`config.mk`:
```
export PLATFORM = sky130hd
export DESIGN_NAME = marker_delimited_message_extractor_flat
export DESIGN_NICKNAME = d
export VERILOG_FILES = /design/src/mdme_pkg.sv /design/src/mdme_if.sv /design/src/mdme_cell.sv /design/src/marker_delimited_message_extractor.sv /design/src/flat_wrapper.sv
export SDC_FILE = /design/constraint.sdc
export NUM_CORES = 1
export LEC_CHECK = 0
export CORE_MARGIN = 3
export CORE_UTILIZATION = 60
export CTS_CLUSTER_DIAMETER = 50
export DETAILED_ROUTE_END_ITERATION = 6
export DONT_BUFFER_PORTS = 1
export GPL_TIMING_DRIVEN = 0
export HOLD_SLACK_MARGIN = 0.12
export PLACE_DENSITY = 0.81
export SKIP_CTS_REPAIR_TIMING = 1
export SLEW_MARGIN = 25
export SYNTH_ARGS = -nofsm -noshare
export SYNTH_HDL_FRONTEND = slang
export SYNTH_HIERARCHICAL = 1
export SYNTH_SLANG_ARGS = --single-unit
```
`constraint.sdc`:
```
create_clock -name clk_i -period 4 [get_ports clk_i]
set_input_delay 0 -clock clk_i [delete_from_list [all_inputs] [get_ports clk_i]]
set_output_delay 0 -clock clk_i [all_outputs]
set_load 0.03 [all_outputs]
```
`src/mdme_pkg.sv`:
```
package mdme_pkg;

  localparam int unsigned MaxMarkerBytes = 8;
  localparam int unsigned ByteW          = 8;
  localparam int unsigned WinW           = MaxMarkerBytes * ByteW;
  localparam int unsigned LenW           = 4;
  localparam int unsigned CntW           = 4;
  localparam int unsigned CfgIdxW        = 4;
  localparam int unsigned CfgDataW       = 64;
  localparam int unsigned WinIdxW        = (MaxMarkerBytes > 1) ? $clog2(MaxMarkerBytes) : 1;
  localparam logic [CntW-1:0] CntMax     = {CntW{1'b1}};

  typedef enum logic [CfgIdxW-1:0] {
    CfgStartPattern = 4'd0,
    CfgStartLength  = 4'd1,
    CfgEndPattern   = 4'd2,
    CfgEndLength    = 4'd3
  } cfg_reg_e;

  typedef struct packed {
    logic shift;
    logic clear;
  } mdme_cell_ctrl_t;

  typedef struct packed {
    logic [ByteW-1:0] payload_byte;
    logic             payload_valid;
    logic             message_done;
    logic             message_dropped;
  } mdme_result_t;

  function automatic logic [LenW-1:0] clamp_len(input logic [LenW-1:0] len);
    logic [LenW-1:0] res;
    res = len;
    if (len == '0) begin
      res = LenW'(1);
    end else if (len > LenW'(MaxMarkerBytes)) begin
      res = LenW'(MaxMarkerBytes);
    end
    return res;
  endfunction

  function automatic logic [CntW-1:0] sat_inc(input logic [CntW-1:0] v);
    logic [CntW-1:0] res;
    res = (v == CntMax) ? CntMax : v + CntW'(1);
    return res;
  endfunction

endpackage

```
`src/mdme_if.sv`:
```
interface mdme_cfg_if;
  import mdme_pkg::*;
  logic                valid;
  logic                ready;
  logic [CfgIdxW-1:0]  index;
  logic [CfgDataW-1:0] data;
  modport source (output valid, output index, output data, input ready);
  modport sink   (input valid, input index, input data, output ready);
endinterface

interface mdme_rx_if;
  import mdme_pkg::*;
  logic             valid;
  logic             ready;
  logic [ByteW-1:0] rx_byte;
  logic             buffer_last;
  modport source (output valid, output rx_byte, output buffer_last, input ready);
  modport sink   (input valid, input rx_byte, input buffer_last, output ready);
endinterface

interface mdme_res_if;
  import mdme_pkg::*;
  logic             valid;
  logic             ready;
  logic [ByteW-1:0] payload_byte;
  logic             payload_valid;
  logic             message_done;
  logic             message_dropped;
  modport source (output valid, output payload_byte, output payload_valid,
                  output message_done, output message_dropped, input ready);
  modport sink   (input valid, input payload_byte, input payload_valid,
                  input message_done, input message_dropped, output ready);
endinterface

```
`src/mdme_cell.sv`:
```
module mdme_cell (
  input  logic                      clk_i,
  input  logic                      rst_ni,
  input  mdme_pkg::mdme_cell_ctrl_t ctrl_i,
  input  logic [7:0]                byte_i,
  input  logic [7:0]                start_byte_i,
  input  logic [7:0]                end_byte_i,
  input  logic                      start_care_i,
  input  logic                      end_care_i,
  output logic [7:0]                byte_o,
  output logic                      start_hit_o,
  output logic                      end_hit_o
);
  import mdme_pkg::*;

  logic [ByteW-1:0] byte_q, byte_d;

  // compare against the byte this cell will hold after the shift
  assign start_hit_o = !start_care_i || (byte_i == start_byte_i);
  assign end_hit_o   = !end_care_i || (byte_i == end_byte_i);

  always_comb begin
    byte_d = byte_q;
    if (ctrl_i.clear) begin
      byte_d = '0;
    end else if (ctrl_i.shift) begin
      byte_d = byte_i;
    end
  end

  always_ff @(posedge clk_i or negedge rst_ni) begin
    if (!rst_ni) begin
      byte_q <= '0;
    end else begin
      byte_q <= byte_d;
    end
  end

  assign byte_o = byte_q;

endmodule

```
`src/marker_delimited_message_extractor.sv`:
```
// channel  dir  payload                                           transfer when
// cfg_i    in   index, data                                       valid & ready
// rx_i     in   rx_byte, buffer_last                              valid & ready
// res_o    out  payload_byte, payload_valid, done, dropped        valid & ready
//
// one receive byte per cycle while rx_i is ready; the window is a row of
// eight byte cells that shift together and compare both markers in parallel
// a result is registered in res_o or in the skid entry; a two-entry output
// stage keeps rx_i ready while one result waits on a stalled sink
// configuration writes are registered, cfg_i is always ready
// reset clears parser state and sets both marker lengths to one byte
module marker_delimited_message_extractor (
  input  logic        clk_i,
  input  logic        rst_ni,
  mdme_cfg_if.sink    cfg_i,
  mdme_rx_if.sink     rx_i,
  mdme_res_if.source  res_o
);
  import mdme_pkg::*;

  logic [WinW-1:0] start_pat_q, end_pat_q;
  logic [LenW-1:0] start_len_q, end_len_q;

  logic [LenW-1:0] slen, elen;
  logic            accept;
  mdme_cell_ctrl_t cell_ctrl;

  logic [ByteW-1:0]          cell_in  [MaxMarkerBytes];
  logic [ByteW-1:0]          cell_out [MaxMarkerBytes];
  logic [MaxMarkerBytes-1:0] start_hit, end_hit;

  logic [CntW-1:0] start_hold_q, start_hold_d, end_hold_q, end_hold_d;
  logic [CntW-1:0] seen_q, seen_d;
  logic            in_msg_q, in_msg_d;
  logic [CntW-1:0] scount, ecount, cnt;
  logic            smatch, ematch, closed_now;
  logic [WinIdxW-1:0] pidx;
  mdme_result_t    res_d;
  logic            has_result;

  mdme_result_t    out_q, skid_q;
  logic            out_valid_q, skid_valid_q;
  logic            push, pop;

  // configuration port
  assign cfg_i.ready = 1'b1;

  always_ff @(posedge clk_i or negedge rst_ni) begin
    if (!rst_ni) begin
      start_pat_q <= '0;
      start_len_q <= LenW'(1);
      end_pat_q   <= '0;
      end_len_q   <= LenW'(1);
    end else if (cfg_i.valid) begin
      case (cfg_i.index)
        CfgStartPattern: start_pat_q <= cfg_i.data[WinW-1:0];
        CfgStartLength:  start_len_q <= cfg_i.data[LenW-1:0];
        CfgEndPattern:   end_pat_q   <= cfg_i.data[WinW-1:0];
        CfgEndLength:    end_len_q   <= cfg_i.data[LenW-1:0];
        default: ;
      endcase
    end
  end

  assign slen = clamp_len(start_len_q);
  assign elen = clamp_len(end_len_q);

  assign rx_i.ready = !skid_valid_q;
  assign accept     = rx_i.valid && rx_i.ready;

  assign cell_ctrl.shift = accept;
  assign cell_ctrl.clear = accept && rx_i.buffer_last;

  // byte cell row, newest byte in cell 0
  for (genvar i = 0; i < MaxMarkerBytes; i++) begin : g_cell
    if (i == 0) begin : g_head
      assign cell_in[i] = rx_i.rx_byte;
    end else begin : g_link
      assign cell_in[i] = cell_out[i-1];
    end
    mdme_cell u_cell (
      .clk_i        (clk_i),
      .rst_ni       (rst_ni),
      .ctrl_i       (cell_ctrl),
      .byte_i       (cell_in[i]),
      .start_byte_i (start_pat_q[i*ByteW +: ByteW]),
      .end_byte_i   (end_pat_q[i*ByteW +: ByteW]),
      .start_care_i (LenW'(i) < slen),
      .end_care_i   (LenW'(i) < elen),
      .byte_o       (cell_out[i]),
      .start_hit_o  (start_hit[i]),
      .end_hit_o    (end_hit[i])
    );
  end

  assign scount = sat_inc(start_hold_q);
  assign ecount = sat_inc(end_hold_q);
  assign smatch = (scount >= slen) && (&start_hit);
  assign ematch = (ecount >= elen) && (&end_hit);
  assign cnt    = sat_inc(seen_q);
  // payload leaves the window at the byte the end marker would start from
  assign pidx   = WinIdxW'(elen - LenW'(1));

  always_comb begin
    start_hold_d = smatch ? '0 : scount;
    end_hold_d   = ematch ? '0 : ecount;
    in_msg_d     = in_msg_q;
    seen_d       = seen_q;
    closed_now   = 1'b0;
    res_d        = '0;
    if (in_msg_q) begin
      if (cnt > elen) begin
        res_d.payload_valid = 1'b1;
        res_d.payload_byte  = cell_out[pidx];
      end
      if (ematch && (cnt >= elen)) begin
        res_d.message_done = 1'b1;
        in_msg_d           = 1'b0;
        closed_now         = 1'b1;
      end
      seen_d = cnt;
    end
    if (!in_msg_d && smatch && (!closed_now || (slen <= elen))) begin
      in_msg_d = 1'b1;
      seen_d   = '0;
    end
    if (rx_i.buffer_last) begin
      res_d.message_dropped = in_msg_d;
      start_hold_d          = '0;
      end_hold_d            = '0;
      in_msg_d              = 1'b0;
      seen_d                = '0;
    end
  end

  assign has_result = res_d.payload_valid || res_d.message_done || res_d.message_dropped;

  always_ff @(posedge clk_i or negedge rst_ni) begin
    if (!rst_ni) begin
      start_hold_q <= '0;
      end_hold_q   <= '0;
      in_msg_q     <= 1'b0;
      seen_q       <= '0;
    end else if (accept) begin
      start_hold_q <= start_hold_d;
      end_hold_q   <= end_hold_d;
      in_msg_q     <= in_msg_d;
      seen_q       <= seen_d;
    end
  end

  // output register with skid entry
  assign push = accept && has_result;
  assign pop  = out_valid_q && res_o.ready;

  always_ff @(posedge clk_i or negedge rst_ni) begin
    if (!rst_ni) begin
      out_valid_q  <= 1'b0;
      skid_valid_q <= 1'b0;
    end else begin
      if (pop || !out_valid_q) begin
        out_valid_q  <= skid_valid_q || push;
        skid_valid_q <= 1'b0;
      end else if (push) begin
        skid_valid_q <= 1'b1;
      end
    end
  end

  always_ff @(posedge clk_i) begin
    if (pop || !out_valid_q) begin
      out_q <= skid_valid_q ? skid_q : res_d;
    end else if (push) begin
      skid_q <= res_d;
    end
  end

  assign res_o.valid           = out_valid_q;
  assign res_o.payload_byte    = out_q.payload_byte;
  assign res_o.payload_valid   = out_q.payload_valid;
  assign res_o.message_done    = out_q.message_done;
  assign res_o.message_dropped = out_q.message_dropped;

endmodule

```
`src/flat_wrapper.sv`:
```
// flat-port wrapper written by rule: the top's interface ports become plain ports
module marker_delimited_message_extractor_flat import mdme_pkg::*;
  (clk_i, rst_ni, cfg_i_valid, cfg_i_index, cfg_i_data, cfg_i_ready, rx_i_valid, rx_i_rx_byte, rx_i_buffer_last, rx_i_ready, res_o_valid, res_o_payload_byte, res_o_payload_valid, res_o_message_done, res_o_message_dropped, res_o_ready);
  mdme_cfg_if cfg_i_i ();
  mdme_rx_if rx_i_i ();
  mdme_res_if res_o_i ();
  input  logic clk_i;
  input  logic rst_ni;
  input wire logic [$bits(cfg_i_i.valid)-1:0] cfg_i_valid;
  input wire logic [$bits(cfg_i_i.index)-1:0] cfg_i_index;
  input wire logic [$bits(cfg_i_i.data)-1:0] cfg_i_data;
  output wire logic [$bits(cfg_i_i.ready)-1:0] cfg_i_ready;
  input wire logic [$bits(rx_i_i.valid)-1:0] rx_i_valid;
  input wire logic [$bits(rx_i_i.rx_byte)-1:0] rx_i_rx_byte;
  input wire logic [$bits(rx_i_i.buffer_last)-1:0] rx_i_buffer_last;
  output wire logic [$bits(rx_i_i.ready)-1:0] rx_i_ready;
  output wire logic [$bits(res_o_i.valid)-1:0] res_o_valid;
  output wire logic [$bits(res_o_i.payload_byte)-1:0] res_o_payload_byte;
  output wire logic [$bits(res_o_i.payload_valid)-1:0] res_o_payload_valid;
  output wire logic [$bits(res_o_i.message_done)-1:0] res_o_message_done;
  output wire logic [$bits(res_o_i.message_dropped)-1:0] res_o_message_dropped;
  input wire logic [$bits(res_o_i.ready)-1:0] res_o_ready;
  assign cfg_i_i.valid = cfg_i_valid;
  assign cfg_i_i.index = cfg_i_index;
  assign cfg_i_i.data = cfg_i_data;
  assign cfg_i_ready = cfg_i_i.ready;
  assign rx_i_i.valid = rx_i_valid;
  assign rx_i_i.rx_byte = rx_i_rx_byte;
  assign rx_i_i.buffer_last = rx_i_buffer_last;
  assign rx_i_ready = rx_i_i.ready;
  assign res_o_valid = res_o_i.valid;
  assign res_o_payload_byte = res_o_i.payload_byte;
  assign res_o_payload_valid = res_o_i.payload_valid;
  assign res_o_message_done = res_o_i.message_done;
  assign res_o_message_dropped = res_o_i.message_dropped;
  assign res_o_i.ready = res_o_ready;
  marker_delimited_message_extractor u_core (.clk_i(clk_i), .rst_ni(rst_ni), .cfg_i(cfg_i_i), .rx_i(rx_i_i), .res_o(res_o_i));
endmodule
```
======== Word level (Yosys, flattened, before mapping) ========
Index checks and enable logic that the tools add are counted.
word-level totals
  register bits ........................... 237
  bits of input ports ..................... 82
  output and inout bits ................... 14
  word-level logic and storage cells ...... 187
cells by class
  $add $sub $neg .......................... 4
  bitwise gates (word level) .............. 2
  equality and inequality tests ........... 22
  muxes and demuxes ....................... 45
  reduce and logical (&&, ||, !) cells .... 64
  $lt $le $gt $ge ......................... 24
operator list
  operator                                                             count
  8-bit 2-to-1 mux                                                     18
  8-bit == test                                                        16
  4-bit 2-to-1 mux                                                     14
  3-bit by 4-bit < comparator with 1-bit output, first input constant  8
  8-bit binary-select mux with 3-bit select                            1
  1-bit logical OR                                                     21
  1-bit logical NOT                                                    20
  1-bit by 4-bit < comparator with 1-bit output, first input constant  4
  2-bit by 4-bit < comparator with 1-bit output, first input constant  4
  8-bit AND reduction                                                  2
  4-bit by 1-bit adder with 4-bit output, second input constant        3
  4-bit == test, second input constant                                 3
  4-bit >= comparator                                                  3
  4-bit logical NOT                                                    3
  2-bit AND reduction                                                  6
  11-bit 2-to-1 mux                                                    1
  10-bit 2-to-1 mux                                                    1
  1-bit logical AND                                                    9
  1-bit 2-to-1 mux                                                     9
  9-bit 2-to-1 mux                                                     1
  4-bit by 2-bit == test with 1-bit output, second input constant      2
  4-bit greater-than comparator, second input constant                 2
  4-bit by 1-bit == test with 1-bit output, second input constant      1
  4-bit >= comparator, second input constant                           1
  other kinds (7)                                                      8

======== Logic depth before layout (Yosys ltp) ========
Gate-level depths: netlist (run 1).
  depth after elaboration ................. 20
  depth in mapped cells ................... 13

======== By module ========
Netlist (run 1), hierarchy kept.
modules (own cells, without submodules)
  module                              times used  area each (um^2)  cells each
  marker_delimited_message_extractor  1           7798.7            563
  mdme_cell                           8           496.7             48

======== Worst setup path before layout (run 1) ========
OpenSTA, ideal clock, no wires.
  kind .................................... register to register
  from .................................... register u_core.end_len_q[2]
  to ...................................... register u_core/skid_q[0] (netlist bit), enable pin
  slack ................................... 1.107 ns
  buffers on the path ..................... 2
  cell stages (with the launch flop) ...... 13
  required time ........................... 3.660 ns
  arrival time ............................ 2.553 ns
  path through ............................ dfrtp_1 -> nor2_1 -> o21a_1 -> buf_6 -> buf_6 -> ha_1 -> or3_1 -> o21ai_1 -> nand4_1 -> a211oi_1 -> nand4_1 -> o211ai_1 -> o211a_1
on the way
  cells in the longest elaborated chain, start to end .. 19
RTL lines
  element                                                       RTL line                                   source
  from (decl)                                                   marker_delimited_message_extractor.sv:22   logic [LenW-1:0] start_len_q, end_len_q;
  from (signal assigned)                                        marker_delimited_message_extractor.sv:53   end_len_q <= LenW'(1);
  from (signal assigned)                                        marker_delimited_message_extractor.sv:59   CfgEndLength: end_len_q <= cfg_i.data[LenW-1:0];
  4-bit greater-than comparator                                 mdme_pkg.sv:37                             end else if (len > LenW'(MaxMarkerBytes)) begin
  4-bit 2-to-1 mux                                              mdme_pkg.sv:37
  4-bit 2-to-1 mux *                                            mdme_pkg.sv:35                             if (len == '0) begin
  2-bit by 4-bit < comparator with 1-bit output *               marker_delimited_message_extractor.sv:89   .end_care_i (LenW'(i) < elen),
  1-bit logical NOT *                                           mdme_cell.sv:20                            assign end_hit_o = !end_care_i || (byte_i == end_byte_i);
  1-bit logical OR *                                            mdme_cell.sv:20
  via u_core.end_hit[2]                                         marker_delimited_message_extractor.sv:30   logic [MaxMarkerBytes-1:0] start_hit, end_hit;
  8-bit AND reduction *                                         marker_delimited_message_extractor.sv:99   assign ematch = (ecount >= elen) && (&end_hit);
  [... 4 more ...]                                              n/a
  1-bit logical NOT                                             marker_delimited_message_extractor.sv:123  if (!in_msg_d && smatch && (!closed_now || (slen <= elen))) begin
  1-bit logical AND / 1-bit logical OR (equally long branches)  marker_delimited_message_extractor.sv:123
  1-bit logical AND                                             marker_delimited_message_extractor.sv:123
  1-bit 2-to-1 mux                                              marker_delimited_message_extractor.sv:123
  1-bit 2-to-1 mux                                              marker_delimited_message_extractor.sv:127  if (rx_i.buffer_last) begin
  1-bit logical OR *                                            marker_delimited_message_extractor.sv:136  assign has_result = res_d.payload_valid || res_d.message_done || res_d.message_dropped;
  1-bit logical AND *                                           marker_delimited_message_extractor.sv:153  assign push = accept && has_result;
  2-bit AND reduction (no line) *                               n/a
  to (signal assigned)                                          marker_delimited_message_extractor.sv:174  skid_q <= res_d;
  to (decl)                                                     marker_delimited_message_extractor.sv:41   mdme_result_t out_q, skid_q;
The timed path passes the listed nets; every way through them passes the cells marked *.
A chain may end at the register's enable or synchronous reset.

======== Worst setup path after layout (run 1) ========
  from .................................... register u_core.end_len_q[2]
  to ...................................... register u_core/skid_q[6] (netlist bit), enable pin
Same word-level chain as after synthesis.

==> metrics.cfg, run 1 <==
[outcome]
status = finished with violations
violations = negative hold slack

[final_layout]
diodes = 0
nets = 1171
final.fill_count = 1265
drive_gt1_share_pct = 9.275
design_area_mm2 = 0.01392
syn_to_final_growth_pct = 18.24

[yosys]
yosys_warnings = 6
ys_top_cells_by_count = dfrtp_1 (213), xnor2_1 (128), mux2_1 (124), nor2_1 (87), mux2i_1 (72)
ys_ff_latch = 237
syn_avg_cell_area_um2 = 12.43
yosysSeqAreaShare_pct = 51.33
synth.most_common_cell = dfrtp_1
synthCells = 947
yosysTopAreaCellShare_pct = 45.28
synthesis.area_mm2 = 0.01177
synthArstFlopShare_pct = 90.72
yosysTopAreaCell = dfrtp_1
synth-edff-count = 22
synthTopCellsByArea = dfrtp_1 (45%), mux2_1 (12%), xnor2_1 (9.5%)
synth_cell_types = 54
synthFlopType = dfrtp_1

[sta]
fin_hold_ws_ns = -0.8159
slew_headroom_pct = 41.46
fin_crit_sh_pct = 92.16
fin_crit_ns = 3.686
tns_ns = 0
worst_slew_pin_slew_ns = 0.8749
slew_viol_final = 0
fin_skew_ns = 0.02482
final-setup-viol-count = 0
rsz0062_at_grt = no
fin_ws_ns = 0.3137
finalHoldViolCount = 215
fmax_mhz = 271.3

[placed_design]
gp_congestion = 0.8640
port_buffers = 0
place_hpwl_mm = 18.70
place_area_mm2 = 0.01211
dp_slack_ns = 0.4647

[floorplanning]
fp.dieH_um = 146.1
start_util_pct = 61.90
fp.dieArea_mm2 = 0.02134
row_count = 50
core_mm2 = 0.01902
io_pins = 96
die_x_um = 146.1

[pwr]
leakage_nw = 6.019
ir_drop_uv = 446.0
power_density_mw_per_mm2 = 511.5
power.total_mw = 7.119

[critical_path]
path_class = reg2reg
critical_path_arrival_ns = 3.86
cp-start-kind = flop
crit_required_ns = 4.17
critPathCaptureType = flop
critPathMaxFanout = 13

[clocking]
cts-htree-levels = 1
cts_buffers = 27
clk_root_buffer_cell = clkbuf_16
clock_sinks = 237
clockBufferDepth = 3
cts.clk_slew.worst_paths_ns = 0.06
tritoncts = built
clk_latency_ns = 0.54

[route]
ant_nets = 0
via_count = 7991
wl_per_cell_um = 21.10
first_iter_violations = 646
drt_pass1_iterations = 5
drt-total-wl_mm = 28.46
vias_per_cell = 5.924
drcViolationCount = 0

[global_routing]
grt_use_total_pct = 24.76
grt_pass1_wl_mm = 42.63
gr-total-overflow = 0
antenna_found_initial = 0
grt_max_degree = 216
first_global_vias = 7889

[worst_hold_path]
hold_path.class = in2async

[flow_run]
drv_cap = 0

-- stage by stage --
| step | utilization, % | cells |
|---|---|---|
| 6_report | 73.19 | 1349 |
| 3_5_place_dp | 63.66 | 1208 |
| 5_1_grt | 73.19 | 1349 |
| 2_1_floorplan | - | 948 |
| 3_3_place_gp | 63.63 | 1208 |
| 4_1_cts | 68.40 | 1258 |
-- sequential cells by signal (all words and copies together) (netlist names) --
name / cells
u_core/end_hold_q: 4
u_core/end_len_q: 4
u_core/end_pat_q: 64
u_core/g_cell.u_cell/byte_o: 64
u_core/in_msg_q: 1
u_core/res_o.message_done: 1
u_core/res_o.message_dropped: 1
u_core/res_o.payload_byte: 8
u_core/res_o.payload_valid: 1
u_core/res_o.valid: 1
u_core/seen_q: 4
u_core/skid_q: 11
u_core/skid_valid_q: 1
u_core/start_hold_q: 4
u_core/start_len_q: 4
u_core/start_pat_q: 64
-- layout by cell type, fill, tap and decap left out, types with 3 or more instances in the layout --
master         count
ha_1              21
nor3_1             3
clkinv_4           3
a21oi_1            6
nand3_1            8
and3_1             3
buf_1              9
nand2b_1           7
dfrtp_1          213
o21ai_0           10
o21ai_1           29
clkbuf_1          15
nand4_1           39
clkbuf_16         27
nand2_1           35
mux2_2            11
buf_4              9
xnor2_1          128
and2_1             6
mux2_1           124
inv_2              4
nor2_1            87
buf_2              7
a32o_1             9
mux4_2            16
or3_1              5
inv_1             16
clkinv_1           3
edfxtp_1          22
dlygate4sd3_1     91
bufinv_16          3
clkinv_2           6
mux2i_1           72
-- layout make-up --
type,instances,area (µm²),share of cell area [%]
Inverter,20,75.07,0.5393
Clock buffer,31,710.7,5.106
Multi-Input combinational cell,651,5456,39.20
Clock inverter,19,190.2,1.366
Sequential cell,237,6043,43.42
Tap cell,260,325.3,2.337
Buffer,40,207.7,1.492
Timing Repair Buffer,91,910.9,6.544
-- final timing paths --
| kind | startpoint | to | slack, ns | cells past startpoint |
|---|---|---|---|---|
| setup reg to reg | u_core/end_len_q[2]$_DFFE_PN0P_ | u_core/skid_q[6]$_DFFE_PP_ | 0.31 | 12 |
| hold / removal | rst_ni | u_core/start_pat_q[57]$_DFFE_PN0P_ | -0.82 | 0 |
| min in group clk_i | cfg_i_data[15] | u_core/end_pat_q[15]$_DFFE_PN0P_ | 0.16 | 2 |
| setup / recovery | u_core/end_len_q[2]$_DFFE_PN0P_ | u_core/skid_q[6]$_DFFE_PP_ | 0.31 | 12 |
| hold reg to reg | u_core/start_pat_q[48]$_DFFE_PN0P_ | u_core/start_pat_q[48]$_DFFE_PN0P_ | 0.51 | 1 |
| max in group asynchronous | rst_ni | u_core/res_o.valid$_DFFE_PN0N_ | 4.40 | 0 |
-- cells by family after synthesis --
family                   Yosys count  share of synthesized area [%]
AO/OA/AOI/OAI                     74                          4.113
XOR/XNOR                         129                          9.661
adder cells (fa/ha/maj)           21                          2.232
buffers and inverters             60                          2.402
flip-flops                       237                          51.33
multiplexers                     223                          22.10
other                              1                        0.03185
AND/OR/NAND/NOR                  202                          8.131
-- power by group --
part / internal, mW / total, mW / switching [mW] / leakage, nW
clock network: 1.47 / 2.48 / 1.00 / 0.442
registers: 2.80 / 3.15 / 0.352 / 2.95
logic: 0.795 / 1.49 / 0.696 / 2.63
total: 5.07 / 7.12 / 2.05 / 6.02
-- layer usage --
metal | track usage [%] | vias up | share of wire, %
met4 | 8.749 | 0 | 3.4
met5 | 0 | - | 0
li1 | - | 3612 | -
met3 | 5.214 | 66 | 5.3
met2 | 39.71 | 285 | 49
met1 | 33.93 | 4028 | 42
-- worst max-delay path: stages (launching register included) --
cell	delay, ns
dfrtp_1	0.48
nor2_1	0.08
o21a_1	0.18
buf_6	0.15
buf_6	0.18
ha_1	0.20
or3_1	0.36
o21ai_1	0.12
nand4_1	0.25
a211oi_1	0.52
nand4_1	0.15
o211ai_1	0.19
o211a_1	0.45
Note: power is estimated with default switching activity, not from simulation.
==> run 2, diff against run 1 <==
--- a/config.mk
+++ b/config.mk
@@ -6,13 +6,13 @@
 export NUM_CORES = 1
 export LEC_CHECK = 0
 export CORE_MARGIN = 3
-export CORE_UTILIZATION = 60
+export CORE_UTILIZATION = 55
 export CTS_CLUSTER_DIAMETER = 50
 export DETAILED_ROUTE_END_ITERATION = 6
 export DONT_BUFFER_PORTS = 1
 export GPL_TIMING_DRIVEN = 0
 export HOLD_SLACK_MARGIN = 0.12
-export PLACE_DENSITY = 0.81
+export PLACE_DENSITY = 0.75
 export SKIP_CTS_REPAIR_TIMING = 1
 export SLEW_MARGIN = 25
 export SYNTH_ARGS = -nofsm -noshare
==> metrics.cfg, run 2 (synthesis results as in run 1) <==
[floorplanning]
row_count = 52
start_util_pct = 57.08
die_x_um = 152.3
io_pins = 96
core_mm2 = 0.02062
fp.dieH_um = 152.3
fp.dieArea_mm2 = 0.02320

[final_layout]
diodes = 0
drive_gt1_share_pct = 9.158
fin_util_pct = 67.09
final_common_cell = dfrtp_1
design_area_mm2 = 0.01384
final_cell_mix = dfrtp_1 (213), xnor2_1 (128), mux2_1 (124), nor2_1 (87), dlygate4sd3_1 (83)
nets = 1163
syn_to_final_growth_pct = 17.54

[pwr]
power_frac_comb_pct = 20.6
seqPwrFrac_pct = 44.7
switchingPower_mw = 2.003
ir_drop_uv = 402.2
p_int_mw = 5.019
power.total_mw = 7.022
power_density_mw_per_mm2 = 507.5
swShare_pct = 28.52
clockPowerShare_pct = 34.7
leakage_nw = 5.984

[global_routing]
grt_max_degree = 216
first_global_vias = 7613
gr-total-overflow = 0
grt_pass1_wl_mm = 42.62
grt_use_total_pct = 22.73
antenna_found_initial = 0

[sta]
fin_hold_ws_ns = -0.8345
worst_slew_pin_slew_ns = 0.8725
slew_viol_final = 0
tns_ns = 0
fin_crit_ns = 3.786
final-setup-viol-count = 0
finalHoldViolCount = 215
fin_crit_sh_pct = 94.66
rsz0062_at_grt = no
fin_skew_ns = 0.01303
fmax_mhz = 264.1
slew_headroom_pct = 41.62
fin_ws_ns = 0.2137

[placed_design]
dp_slack_ns = 0.3764
port_buffers = 0
place_area_mm2 = 0.01212
place_hpwl_mm = 18.83
gp_congestion = 0.8266

[critical_path]
critPathCaptureType = flop
slowest_delay_ns = 0.58
worst-path-buf-inv = 4
r2r-start = u_core/end_len_q[3]$_DFFE_PN0P_
path_class = reg2reg
r2r_setup_slack_ns = 0.21
cp_slowest_cell = a211oi_1
startpoint = u_core/end_len_q[3]$_DFFE_PN0P_
cp_top_family = compound AO/OA/AOI/OAI gates
crit_required_ns = 4.47
critPathMaxFanout = 13
cp_cell_sequence = inv_2 -> o21a_1 -> buf_6 -> buf_6 -> ha_1 -> or3_1 -> o21ai_1 -> nand4_1 -> a211oi_1 -> nand4_1 -> o211ai_1 -> o311a_1 -> dlygate4sd3_1
cp-start-kind = flop
critical_path_arrival_ns = 4.26

[route]
vias_per_cell = 5.775
drt_pass1_iterations = 5
wl_per_cell_um = 20.49
ant_nets = 0
via_count = 7802
drt-total-wl_mm = 27.69
drcViolationCount = 0
first_iter_violations = 545

[flow_run]
drv_cap = 0

[clocking]
clockBufferDepth = 3
clk_latency_ns = 0.54
tritoncts = built
clk_root_buffer_cell = clkbuf_16
clock_sinks = 237
cts.clk_slew.worst_paths_ns = 0.06
cts-htree-levels = 1
cts_buffers = 27

[outcome]
violations = negative hold slack
status = finished with violations

[worst_hold_path]
hold_path.class = in2async

[run 2: changes by cell type in the layout (fill, tap and decap cells not counted), sizes merged]
cell / delta
clkinv: -5
clkinvlp: -1
inv: +1
dlygate4sd3: -8
clkbuf: +6
bufinv: -1
[run 2: worst paths after layout]
path | to | depth (start not counted)
max | u_core/skid_valid_q$_DFFE_PN0P_ | 13
min | u_core/start_pat_q[55]$_DFFE_PN0P_ | 0
max reg2reg | u_core/skid_valid_q$_DFFE_PN0P_ | 13
min reg2reg | u_core/start_pat_q[37]$_DFFE_PN0P_ | 1
max in group asynchronous | u_core/end_len_q[0]$_DFFE_PN1P_ | 0
min in group clk_i | u_core/end_pat_q[22]$_DFFE_PN0P_ | 2
[run 2: through the flow]
stage	cells	hold slack (ns)
finish	1351	-0.8345
floorplan	948	-0.2956
detailed placement	1218	-0.2814
CTS	1268	-0.8486
global placement	1218	-0.2811
global route	1351	-0.8569
[run 2: final cells by class]
type                    instances  area [µm²]
fillers                      1506        6788
multi-input cells             651        5456
clock buffers                  37       743.2
inverters                      20       75.07
plain buffers                  40       207.7
well taps                     270       337.8
flip-flops and latches        237        6043
clock inverters                13       142.6
repair buffers                 83       830.8
[run 2: power groups by stage]
stage	Clock, mW	Sequential (mW)	Combinational [mW]
finish	2.44	3.14	1.45
global route	2.59	3.19	1.59
detailed placement	0	3.17	1.34
global placement	0	3.16	1.30
floorplan	0	3.07	1.09
CTS	2.48	3.13	1.35
[run 2: per-layer routing]
metal  wire length [µm]  track usage (%)  share of wire, %
met3               1505            5.339               5.4
met4                675            6.421               2.4
met1              12150            31.59                44
met5                  0                0                 0
met2              13360            36.16                48
==> run 3, diff against run 2 <==
--- a/config.mk
+++ b/config.mk
@@ -12,7 +12,7 @@
 export DONT_BUFFER_PORTS = 1
 export GPL_TIMING_DRIVEN = 0
 export HOLD_SLACK_MARGIN = 0.12
-export PLACE_DENSITY = 0.75
+export PLACE_DENSITY = 0.69
 export SKIP_CTS_REPAIR_TIMING = 1
 export SLEW_MARGIN = 25
 export SYNTH_ARGS = -nofsm -noshare
==> metrics.cfg, run 3 (synthesis results as in run 1) <==
[floorplanning]
core_mm2 = 0.02062
start_util_pct = 57.08
io_pins = 96
die_x_um = 152.3
row_count = 52
fp.dieH_um = 152.3
fp.dieArea_mm2 = 0.02320

[clocking]
cts_buffers = 28
clk_latency_ns = 0.53
cts-htree-levels = 1
clockBufferDepth = 3
clk_root_buffer_cell = clkbuf_16
cts.clk_slew.worst_paths_ns = 0.06
clock_sinks = 237
tritoncts = built

[critical_path]
cp_slowest_cell = a2111oi_1
critical_path_arrival_ns = 4.03
cp-start-kind = flop
rr_worst_depth = 10
critPathMaxFanout = 9
critPathCaptureType = flop
slowest_delay_ns = 0.61
path_class = reg2reg
cp_cell_sequence = or3_1 -> o21ai_0 -> ha_1 -> nand2b_1 -> a2111oi_1 -> or2_1 -> buf_2 -> o211ai_1 -> o311a_1 -> dlygate4sd3_1
r2r_setup_slack_ns = 0.39
r2r_end = u_core/skid_valid_q$_DFFE_PN0P_
crit_required_ns = 4.42
r2r-start = u_core/start_len_q[1]$_DFFE_PN0P_

[sta]
worst_slew_pin_slew_ns = 0.9391
slew_headroom_pct = 37.16
fin_crit_ns = 3.610
fmax_mhz = 277.0
fin_skew_ns = 0.007438
rsz0062_at_grt = no
finalHoldViolCount = 215
tns_ns = 0
slew_viol_final = 0
fin_hold_ws_ns = -0.8340
fin_ws_ns = 0.3900
final-setup-viol-count = 0
fin_crit_sh_pct = 90.25

[final_layout]
final.fill_count = 1542
nets = 1170
final_cell_mix = dfrtp_1 (213), xnor2_1 (128), mux2_1 (124), dlygate4sd3_1 (89), nor2_1 (87)
drive_gt1_share_pct = 9.091
syn_to_final_growth_pct = 17.91
diodes = 0
multi_input_area_mm2 = 0.005461
seqCellArea_mm2 = 0.006043
final_common_cell = dfrtp_1

[placed_design]
dp_slack_ns = 0.3898
port_buffers = 0
place_hpwl_mm = 18.90
gp_congestion = 0.8467

[flow_run]
drv_cap = 0

[route]
drt_pass1_iterations = 5
wl_per_cell_um = 20.41
drt-total-wl_mm = 27.74
ant_nets = 0
vias_per_cell = 5.740
via_count = 7801
first_iter_violations = 554
drcViolationCount = 0

[global_routing]
first_global_vias = 7504
antenna_found_initial = 0
grt_pass1_wl_mm = 42.40
grt_max_degree = 216
gr-total-overflow = 0
grt_use_total_pct = 22.79

[outcome]
status = finished with violations
violations = negative hold slack

[pwr]
power_density_mw_per_mm2 = 501.6
ir_drop_uv = 390.5
power.total_mw = 6.963
leakage_nw = 5.996

[worst_hold_path]
hold_path.class = in2async

## run 3: cell types whose count changed in the layout (fill, tap and decap cells not counted), moves of 2 or more
| cell | previous run | this run |
|---|---|---|
| inv_6 | 2 | 0 |
| clkbuf_1 | 20 | 22 |
| dlygate4sd3_1 | 83 | 89 |
| bufinv_16 | 2 | 0 |
| clkinvlp_4 | 1 | 3 |
| clkbuf_16 | 27 | 29 |
## run 3: how the worst max path moves through the flow
stage,from,to,depth (start not counted)
after detailed placement,u_core/end_len_q[2]$_DFFE_PN0P_,u_core/skid_q[4]$_DFFE_PP_,12
after global placement,u_core/end_len_q[2]$_DFFE_PN0P_,u_core/skid_q[4]$_DFFE_PP_,12
after CTS,u_core/end_len_q[2]$_DFFE_PN0P_,u_core/skid_q[3]$_DFFE_PP_,12
after floorplan,u_core/end_len_q[2]$_DFFE_PN0P_,u_core/skid_q[0]$_DFFE_PP_,12
final,u_core/start_len_q[1]$_DFFE_PN0P_,u_core/skid_valid_q$_DFFE_PN0P_,10
after global routing,u_core/start_len_q[1]$_DFFE_PN0P_,u_core/skid_valid_q$_DFFE_PN0P_,10
## run 3: cell type report
class	instances	area share, %
Clock inverter	12	0.5589
Clock buffer	40	5.670
Tap cell	270	2.434
Sequential cell	237	43.54
Timing Repair Buffer	89	6.418
Inverter	20	0.5408
Multi-Input combinational cell	651	39.35
Buffer	40	1.496
## run 3: stage by stage
| stage | util, % | cell area (µm²) | cells |
|---|---|---|---|
| after CTS | 62.96 | 12990 | 1270 |
| after global routing | 67.30 | 13880 | 1359 |
| after global placement | 58.74 | 12110 | 1218 |
| after detailed placement | 58.77 | 12120 | 1218 |
| after floorplan | - | 11780 | 948 |
| final | 67.30 | 13880 | 1359 |
## run 3: metal layers
layer	GRT usage, %	vias to the layer above	share of wire [%]
met5	0	-	0
met4	5.693	0	2.5
met3	4.317	47	5.3
met2	36.56	229	47
met1	32.47	3905	45
li1	-	3620	-
## run 3: report_power, final
part	switching (mW)	internal, mW	total [mW]
Clock	0.989	1.37	2.36
Combinational	0.668	0.791	1.46
Sequential	0.341	2.80	3.14
Total	2.00	4.96	6.96
## run 3: critical path, delay by kind of cell (launching register included)
kind,cells,cell delay [ns]
DFF,1,0.43
adders and majority gates,1,0.31
buffers and inverters,2,0.76
and+or+nand+nor,3,0.74
AOI/OAI and AO/OA,4,1.27
